[config.mk]
export PLATFORM = sky130hd
export DESIGN_NAME = global_edf_periodic_scheduler
export DESIGN_NICKNAME = d
export VERILOG_FILES = /design/src/rtl/core/gedf_pkg.sv /design/src/rtl/core/gedf_ctrl.sv /design/src/rtl/core/gedf_dp.sv /design/src/rtl/core/global_edf_periodic_scheduler.sv
export SDC_FILE = /design/constraint.sdc
export NUM_CORES = 2
export LEC_CHECK = 0
export BUFFER_PORTS_ARGS = -buffer_cell sky130_fd_sc_hd__buf_4
export CORE_ASPECT_RATIO = 1.5
export CORE_MARGIN = 1
export CORE_UTILIZATION = 47
export DETAILED_ROUTE_END_ITERATION = 16
export HOLD_SLACK_MARGIN = 0.06
export REMOVE_ABC_BUFFERS = 1
export SETUP_SLACK_MARGIN = 0.1
export SLEW_MARGIN = 20
export SYNTH_ARGS = -nofsm -noshare
export SYNTH_HDL_FRONTEND = slang
export SYNTH_SLANG_ARGS = --single-unit
[constraint.sdc]
create_clock -name clk -period 26.4 [get_ports clk]
set_input_delay 1.32 -clock clk [delete_from_list [all_inputs] [get_ports clk]]
set_output_delay 1.32 -clock clk [all_outputs]
set_load 0.01 [all_outputs]
[src/rtl/core/gedf_pkg.sv]
// Shared types, constants and helpers for the global EDF scheduler.
`default_nettype none
package gedf_pkg;

  localparam int MAX_TASKS      = 16;
  localparam int MAX_PROCESSORS = 4;
  localparam int SLOT_W         = 4;
  localparam int PROC_W         = 2;
  localparam int USED_W         = 3;
  localparam int TIME_W         = 32;
  localparam int VAL_W          = 16;

  localparam logic [TIME_W-1:0] TIME_MAX = '1;
  localparam logic OP_LOAD = 1'b0;
  localparam logic OP_TICK = 1'b1;

  typedef enum logic [1:0] {
    PLACE_WAITING,
    PLACE_READY,
    PLACE_RUNNING
  } place_t;

  typedef struct packed {
    logic             op;
    logic [3:0]       task_slot;
    logic [VAL_W-1:0] budget;
    logic [VAL_W-1:0] first_release;
    logic [VAL_W-1:0] period_ticks;
    logic [VAL_W-1:0] relative_deadline;
  } item_t;

  typedef struct packed {
    logic [1:0] processor_index;
    logic [3:0] running_slot;
    logic       idle;
    logic       deadline_missed;
    logic       last;
  } result_t;

  typedef enum logic [3:0] {
    DP_NOP,
    DP_LOAD,
    DP_RELEASE,
    DP_CHECK,
    DP_REARM_REL,
    DP_REARM_DUE,
    DP_SCAN,
    DP_ASSIGN,
    DP_RUN,
    DP_ADVANCE
  } dp_op_t;

  typedef struct packed {
    dp_op_t            op;
    logic [SLOT_W-1:0] slot;
    logic [PROC_W-1:0] proc;
  } cmd_t;

  typedef struct packed {
    logic              proc_busy;
    logic              job_done;
    logic [USED_W-1:0] used;
  } status_t;

  // saturating add of a 16-bit step to a tick value
  function automatic logic [TIME_W-1:0] sat_add(input logic [TIME_W-1:0] a,
                                                input logic [VAL_W-1:0] b);
    logic [TIME_W:0] s;
    s = {1'b0, a} + {{(TIME_W+1-VAL_W){1'b0}}, b};
    return s[TIME_W] ? TIME_MAX : s[TIME_W-1:0];
  endfunction

endpackage
`default_nettype wire

[src/rtl/core/gedf_ctrl.sv]
// Tick sequencer: release sweep, processor check, per-proc scan/assign/run, advance.
`default_nettype none
module gedf_ctrl import gedf_pkg::*; (
  input  wire logic    clk,
  input  wire logic    rst,
  input  wire logic    start,
  input  wire logic    item_op,
  input  status_t      status,
  output logic         busy,
  output cmd_t         cmd
);

  typedef enum logic [3:0] {
    S_IDLE, S_REL, S_CHK, S_RA, S_RB, S_SCAN, S_ASG, S_RUN, S_FIN
  } state_t;

  state_t            state;
  logic [SLOT_W-1:0] sc;
  logic [PROC_W-1:0] pc;
  logic              accept;
  logic              last_proc;

  assign busy      = (state != S_IDLE);
  assign accept    = start && !busy;
  assign last_proc = ({1'b0, pc} + 3'd1) == status.used;

  // command decode from state
  always_comb begin
    cmd.slot = sc;
    cmd.proc = pc;
    unique case (state)
      S_IDLE:  cmd.op = (accept && item_op == OP_LOAD) ? DP_LOAD : DP_NOP;
      S_REL:   cmd.op = DP_RELEASE;
      S_CHK:   cmd.op = DP_CHECK;
      S_RA:    cmd.op = DP_REARM_REL;
      S_RB:    cmd.op = DP_REARM_DUE;
      S_SCAN:  cmd.op = DP_SCAN;
      S_ASG:   cmd.op = DP_ASSIGN;
      S_RUN:   cmd.op = DP_RUN;
      S_FIN:   cmd.op = DP_ADVANCE;
      default: cmd.op = DP_NOP;
    endcase
  end

  always_ff @(posedge clk) begin
    if (rst) begin
      state <= S_IDLE;
      sc    <= '0;
      pc    <= '0;
    end else begin
      unique case (state)
        S_IDLE: begin
          sc <= '0;
          pc <= '0;
          if (accept && item_op == OP_TICK) state <= S_REL;
        end
        S_REL: begin
          sc <= sc + 1'b1;
          if (sc == SLOT_W'(MAX_TASKS - 1)) state <= S_CHK;
        end
        // finished jobs re-arm; unfinished ones on dropped processors are handled inline
        S_CHK: begin
          if (status.proc_busy && status.job_done) begin
            state <= S_RA;
          end else if (pc == PROC_W'(MAX_PROCESSORS - 1)) begin
            pc    <= '0;
            sc    <= '0;
            state <= S_SCAN;
          end else begin
            pc <= pc + 1'b1;
          end
        end
        S_RA: state <= S_RB;
        S_RB: begin
          if (pc == PROC_W'(MAX_PROCESSORS - 1)) begin
            pc    <= '0;
            sc    <= '0;
            state <= S_SCAN;
          end else begin
            pc    <= pc + 1'b1;
            state <= S_CHK;
          end
        end
        S_SCAN: begin
          sc <= sc + 1'b1;
          if (sc == SLOT_W'(MAX_TASKS - 1)) state <= S_ASG;
        end
        S_ASG: state <= S_RUN;
        S_RUN: begin
          sc <= '0;
          if (last_proc) begin
            state <= S_FIN;
          end else begin
            pc    <= pc + 1'b1;
            state <= S_SCAN;
          end
        end
        S_FIN:   state <= S_IDLE;
        default: state <= S_IDLE;
      endcase
    end
  end

endmodule
`default_nettype wire

[src/rtl/core/gedf_dp.sv]
// Task table, processor table, tick counter and per-command datapath.
`default_nettype none
module gedf_dp import gedf_pkg::*; (
  input  wire logic              clk,
  input  wire logic              rst,
  input  cmd_t                   cmd,
  input  item_t                  item,
  input  wire logic              cfg_we,
  input  wire logic [USED_W-1:0] cfg_data,
  output status_t                status,
  output logic                   result_valid,
  output result_t                result
);

  // per-slot state
  logic              active    [MAX_TASKS];
  place_t            place     [MAX_TASKS];
  logic [VAL_W-1:0]  remaining [MAX_TASKS];
  logic [VAL_W-1:0]  budget    [MAX_TASKS];
  logic [VAL_W-1:0]  period    [MAX_TASKS];
  logic [VAL_W-1:0]  reldl     [MAX_TASKS];
  logic [TIME_W-1:0] rel_at    [MAX_TASKS];
  logic [TIME_W-1:0] due       [MAX_TASKS];

  // per-processor state
  logic [SLOT_W-1:0] proc_slot [MAX_PROCESSORS];
  logic              proc_busy [MAX_PROCESSORS];

  logic [TIME_W-1:0] now;
  logic [USED_W-1:0] used_cfg;
  logic [USED_W-1:0] used;

  // scan state
  logic              best_valid;
  logic [SLOT_W-1:0] best_slot;
  logic [TIME_W-1:0] best_due;
  logic              missed;

  logic              use_proc;
  logic [SLOT_W-1:0] addr;
  logic              cand;
  logic              best_ok;
  logic              take;
  logic              pbusy;
  logic              preempt;
  logic [VAL_W-1:0]  rem_base;
  logic [TIME_W-1:0] new_rel;

  // clamp the processor count to 1..MAX_PROCESSORS
  always_comb begin
    priority if (used_cfg == '0) used = USED_W'(1);
    else if (used_cfg > USED_W'(MAX_PROCESSORS)) used = USED_W'(MAX_PROCESSORS);
    else used = used_cfg;
  end

  // one slot address per cycle: scan counter or the slot held by a processor
  assign use_proc = (cmd.op == DP_CHECK) || (cmd.op == DP_REARM_REL) ||
                    (cmd.op == DP_REARM_DUE) || (cmd.op == DP_ASSIGN) ||
                    (cmd.op == DP_RUN);
  assign addr     = use_proc ? proc_slot[cmd.proc] : cmd.slot;
  assign pbusy    = proc_busy[cmd.proc];

  assign status.proc_busy = pbusy;
  assign status.job_done  = (remaining[addr] == '0);
  assign status.used      = used;

  // earliest-deadline search, lowest index wins ties
  assign cand    = active[addr] && (place[addr] == PLACE_READY);
  assign best_ok = best_valid && (cmd.slot != '0);
  assign take    = cand && (!best_ok || (due[addr] < best_due));
  assign preempt = pbusy && best_valid && (best_due < due[addr]);

  assign rem_base = (remaining[addr] != '0) ? remaining[addr] :
                    ((budget[addr] != '0) ? budget[addr] : VAL_W'(1));
  assign new_rel  = sat_add(rel_at[addr], period[addr]);

  // control state
  always_ff @(posedge clk) begin
    if (rst) begin
      for (int i = 0; i < MAX_TASKS; i++) begin
        active[i]    <= 1'b0;
        place[i]     <= PLACE_WAITING;
        remaining[i] <= '0;
      end
      for (int p = 0; p < MAX_PROCESSORS; p++) begin
        proc_slot[p] <= '0;
        proc_busy[p] <= 1'b0;
      end
      now          <= '0;
      used_cfg     <= USED_W'(MAX_PROCESSORS);
      result_valid <= 1'b0;
    end else begin
      result_valid <= (cmd.op == DP_RUN);
      if (cfg_we) used_cfg <= cfg_data;
      unique case (cmd.op)
        DP_LOAD: begin
          for (int p = 0; p < MAX_PROCESSORS; p++)
            if (proc_busy[p] && proc_slot[p] == item.task_slot) proc_busy[p] <= 1'b0;
          active[item.task_slot]    <= 1'b1;
          remaining[item.task_slot] <= '0;
          place[item.task_slot]     <= PLACE_WAITING;
        end
        DP_RELEASE: begin
          if (active[addr] && place[addr] == PLACE_WAITING && rel_at[addr] <= now)
            place[addr] <= PLACE_READY;
        end
        DP_CHECK: begin
          if (pbusy && remaining[addr] != '0 && {1'b0, cmd.proc} >= used) begin
            place[addr]         <= PLACE_READY;
            proc_busy[cmd.proc] <= 1'b0;
          end
        end
        DP_REARM_DUE: begin
          place[addr]         <= (rel_at[addr] <= now) ? PLACE_READY : PLACE_WAITING;
          proc_busy[cmd.proc] <= 1'b0;
        end
        DP_ASSIGN: begin
          if (preempt) begin
            place[addr]         <= PLACE_READY;
            proc_slot[cmd.proc] <= best_slot;
            place[best_slot]    <= PLACE_RUNNING;
          end else if (!pbusy && best_valid) begin
            proc_slot[cmd.proc] <= best_slot;
            proc_busy[cmd.proc] <= 1'b1;
            place[best_slot]    <= PLACE_RUNNING;
          end
        end
        DP_RUN: begin
          if (pbusy) remaining[addr] <= rem_base - 1'b1;
        end
        DP_ADVANCE: begin
          if (now != TIME_MAX) now <= now + 1'b1;
        end
        DP_NOP, DP_REARM_REL, DP_SCAN: ;
        default: ;
      endcase
    end
  end

  // payload registers
  always_ff @(posedge clk) begin
    unique case (cmd.op)
      DP_LOAD: begin
        budget[item.task_slot] <= item.budget;
        period[item.task_slot] <= item.period_ticks;
        reldl[item.task_slot]  <= item.relative_deadline;
        rel_at[item.task_slot] <= TIME_W'(item.first_release);
        due[item.task_slot]    <= sat_add(TIME_W'(item.first_release),
                                          item.relative_deadline);
      end
      DP_REARM_REL: rel_at[addr] <= new_rel;
      DP_REARM_DUE: due[addr] <= sat_add(rel_at[addr], reldl[addr]);
      DP_SCAN: begin
        if (cmd.slot == '0) best_valid <= take;
        else if (take) best_valid <= 1'b1;
        if (take) begin
          best_slot <= addr;
          best_due  <= due[addr];
        end
      end
      DP_ASSIGN: missed <= pbusy && (due[addr] <= now);
      DP_RUN: begin
        result.processor_index <= cmd.proc;
        result.running_slot    <= pbusy ? addr : '0;
        result.idle            <= !pbusy;
        result.deadline_missed <= missed;
        result.last            <= ({1'b0, cmd.proc} + 3'd1) == used;
      end
      DP_NOP, DP_RELEASE, DP_CHECK, DP_ADVANCE: ;
      default: ;
    endcase
  end

endmodule
`default_nettype wire

[src/rtl/core/global_edf_periodic_scheduler.sv]
// Top level of the global EDF scheduler: sequencer plus task datapath.
//
// Usage: an item is taken at a clock edge with start high and busy low.
// A load item (op 0) writes one task slot in that cycle and gives no result;
// busy stays low. A tick item (op 1) raises busy and walks the task table:
// a release sweep over all slots, a check of every processor (one step, or
// three for a finished job that is re-armed), then per processor in use a
// deadline scan over all slots, an assign step and a run step, then one
// step to advance the tick counter. A tick's length grows with the number
// of processors in use, as slots are scanned one by one over the single
// table read port.
// Results: one beat per processor in use, processor 0 first, each shown on
// result for one cycle with result_valid high; the receiver cannot stall.
// Configuration: cfg_ready is always high; cfg_data sets processors_in_use.
// Write it only while busy is low. Reset clears all slots, processors and
// the tick counter and sets processors_in_use to 4.
`default_nettype none
module global_edf_periodic_scheduler import gedf_pkg::*; (
  input  wire logic              clk,
  input  wire logic              rst,
  input  wire logic              start,
  output logic                   busy,
  input  item_t                  item,
  output logic                   result_valid,
  output result_t                result,
  input  wire logic              cfg_valid,
  output logic                   cfg_ready,
  input  wire logic [USED_W-1:0] cfg_data
);

  cmd_t    cmd;
  status_t status;

  assign cfg_ready = 1'b1;

  gedf_ctrl u_ctrl (
    .clk     (clk),
    .rst     (rst),
    .start   (start),
    .item_op (item.op),
    .status  (status),
    .busy    (busy),
    .cmd     (cmd)
  );

  gedf_dp u_dp (
    .clk          (clk),
    .rst          (rst),
    .cmd          (cmd),
    .item         (item),
    .cfg_we       (cfg_valid && cfg_ready),
    .cfg_data     (cfg_data),
    .status       (status),
    .result_valid (result_valid),
    .result       (result)
  );

endmodule
`default_nettype wire
==> results.md <==
* Average footprint of a synthesized cell at 12.2 sq um
* Post-DR vias/cell at 6.15
* Synthesized area at 0.0976 sq mm
* Final critical-path share of the clock period at 0.406
* Switching power total at 4530 uW
* Die area at 0.209 sq mm
* CTS tree: yes
* Type of element capturing the critical path: flop
* Final worst clock skew at 0.0683 ns
* Maximum count of clock buffers along a single path at 4
* Htree depth at 4
* Setup repair after global routing missed its margin: no
* Layout area overhead at 10.5%
* Most area-hungry cell type in the Yosys netlist: edfxtp_1
* Final Setup Violations at 0
* Chip width at 374 microns
* Worst hold-check path type: reg -> reg
* Highest-count cells in the layout ignoring fill and taps: edfxtp_1, nand2_1, nand3_1, nor2_1, buf_4
* Flip-flop cell with the highest count after synthesis: edfxtp_1
* Cells after synthesis at 8007
* Number of placed cells counting well taps at 10.4k
* Fraction of registers with async set/reset at 0
* Final antenna-violating net count at 0
* Met3 capacity usage during global routing at 0.0394
* Origin of the worst min-delay path: u_dp.active[6]
* Synth warn at 0
* Max Cap Violations at 0
* Max-slew violation count at 0
* Proportion of power drawn by flip-flops and latches at 0.351
* Post-Layout Inst Area at 0.108 sq mm
* Fraction of the yosys area taken by sequential cells at 0.671
* Headroom to the max-slew limit at 0.201
* Number of fill cells in the layout at 17.4k
* Clock edge transition at the registers on the reported setup and hold paths at 0.06 ns
* Run status: completed
* Slew at the pin closest to its max-slew limit at 1.20 ns
* Portion of total power attributed to the clock network at 0.265
* Arrival time at the worst endpoint at 11.15 ns
* Power density over cell area at 108 mW/mm^2
* Category of the critical setup timing path: reg -> reg
* Core Footprint at 0.206 sq mm
* Overall Global Routing Usage at 0.274
* Peak fanout along the critical path at 158
* Io pins at 88
* First-pass GRT wire length at 427 mm
* Iter 0 DRT Violations at 6874
* Antenna violations before repair at 14
* Total half-perimeter wirelength after legalization and detailed placement at 168 mm
* Finished Layout Cells at 10.8k
* Placer congestion estimate at 0.907
* Number of clock sinks seen by CTS at 2211
* Maximum ir drop on the vdd rail at 0.0968 mV
* Die span in y at 560 microns
* # rows at 204
* Global-route met2 utilization at 0.467
* PortBufs at 86
* Post-synthesis cell type count at 121
* Cell-internal power at 7110 uW
* Via count of the routed design at 66.3k
* Sum of overflow across all layers after global routing at 0
* Pin count of the biggest net entering global routing at 168
* Proportion of power drawn by combinational gates at 0.384
* Post-cts gate resize count at 0
* Share of post-route cells with drive strength above 1 at 0.0967
* Maximum clock frequency at 0.0933 GHz
* Most common library cell in the layout ignoring fill and taps: edfxtp_1
* Vias in the first global route at 64.0k
* Proportion of netlist area held by the largest area contributor at 0.651
* Number of optimization iterations in the first detailed-route pass at 8
* Post-route worst hold slack at 0.464 ns
* Initial core utilization at 0.474
* Required arrival time at the worst endpoint at 26.84 ns
* DRC at 0
* Nets@finish at 8160
* Number of buffers inserted during clock tree synthesis at 212
* Root Buffer Master: clkbuf_16
* Biggest area contributors in the synthesized netlist: edfxtp_1, nand2_1, nand3_1, ha_1, dfxtp_1
* Postcts setup bufs at 0
* Cell Area, Placed at 0.101 sq mm
* Static Leak at 0.0374 uW
* Final core occ at 0.523
* Min cycle time layout at 10.72 ns
* Number of flops mapped to enable cells by yosys at 2115
* CTS Hold Buffers Added at 0
* Type of element launching the critical path: flop
* Switching share of power at 0.389
* Wire length reported by the detailed router at 294 mm
* Sum Neg Setup Slack at 0 ns
* Number of synthesized register bits at 2211
* Clk_lat worst skew at 0.88 ns
* Gr busiest metal: met2
* Total count of hold-check failures in the final report at 0
* Global-route track usage on met1 at 0.358
* Mean routed wirelength per cell at 27.3 microns
[through the flow]
step                      power (uW)  worst slack, ns
after CTS                      11600            15.95
after global routing           12100            15.15
after floorplan                 7410            -6.98
after detailed placement        8550            15.99
after global placement          8510            16.01
final                          11600            15.68
[registers in the layout, summed over array words and instances, names as in the netlist, 32 cells and up, named ones only]
signal	cells
u_dp.budget	256
u_dp.rel_at	512
u_dp.remaining	256
u_dp.place	32
u_dp.period	256
u_dp.reldl	256
u_dp.now	32
u_dp.best_due	32
u_dp.due	512
[synth_stat cells (53+ instances only)]
master       n
a211oi_1   209
a21oi_1    139
a311oi_1   215
a31oi_1    132
and3_1     121
buf_1       53
buf_2       78
clkbuf_1   330
dfxtp_1     96
edfxtp_1  2115
ha_1       154
inv_1      220
mux2i_1    109
nand2_1   1767
nand3_1    797
nor2_1     454
o21ai_0    110
xnor2_1     82
[path summary, 6_finish.rpt]
check / end / slack, ns / cells after the start
min: u_dp.active[6] / 0.46 / 1
max: u_dp.rel_at[10][7] / 15.68 / 24
max reg2reg: u_dp.rel_at[10][7] / 15.68 / 24
min reg2reg: u_dp.active[6] / 0.46 / 1
[area by class of cell]
type / instances / area [sq um] / area share
Inverter: 227 / 893 / 0.00828
Multi-Input combinational cell: 5024 / 29200 / 0.271
Antenna cell: 6 / 15.0 / 0.000139
Timing Repair Buffer: 251 / 2010 / 0.0186
Tap cell: 2678 / 3350 / 0.0311
Clock inverter: 127 / 1260 / 0.0117
Sequential cell: 2211 / 65400 / 0.607
Clock buffer: 258 / 5660 / 0.0525
[worst max-delay path, cell delays in order, from the launching register on]
cell and delay, ns:
dfxtp_1 0.49, mux4_2 0.90, o211ai_2 0.35, a21boi_4 0.25, buf_4 0.74, buf_12 0.55, buf_4 0.79, nand2_1 0.13
nand3_1 0.12, nand3_1 0.09, a31oi_1 0.42, ha_1 0.35, a21o_1 0.18, a21oi_1 0.22, o21bai_1 0.11, a21oi_1 0.23
o21bai_1 0.17, a21oi_1 0.39, o21ai_0 0.18, a2111oi_0 0.59, o31a_1 0.53, nand2b_1 0.30, or2_1 0.90, buf_4 0.51
a31oi_1 0.45
[routing by layer]
layer / part of all wire / up-vias
met4: 0.034 / 12
li1: - / 29376
met5: 0.00028 / -
met2: 0.49 / 2897
met3: 0.077 / 614
met1: 0.40 / 33441
[kinds of logic after synthesis]
logic type | synth area share
AO/OA/AOI/OAI | 0.0907
XOR/XNOR | 0.0109
adder cells (fa/ha/maj) | 0.0204
buffers and inverters | 0.0362
flip-flops | 0.671
multiplexers | 0.0179
other | 0.0000384
AND/OR/NAND/NOR | 0.153
[power by group through the flow]
| stage | clock [uW] | combinational (uW) | sequential, uW |
|---|---|---|---|
| 2_1_floorplan | 0 | 3250 | 4160 |
| 3_3_place_gp | 0 | 4350 | 4160 |
| 3_5_place_dp | 0 | 4390 | 4160 |
| 4_1_cts | 3120 | 4410 | 4090 |
| 5_1_grt | 3240 | 4810 | 4090 |
| 6_report | 3090 | 4460 | 4090 |
Note: power is estimated with default switching activity, not from simulation.
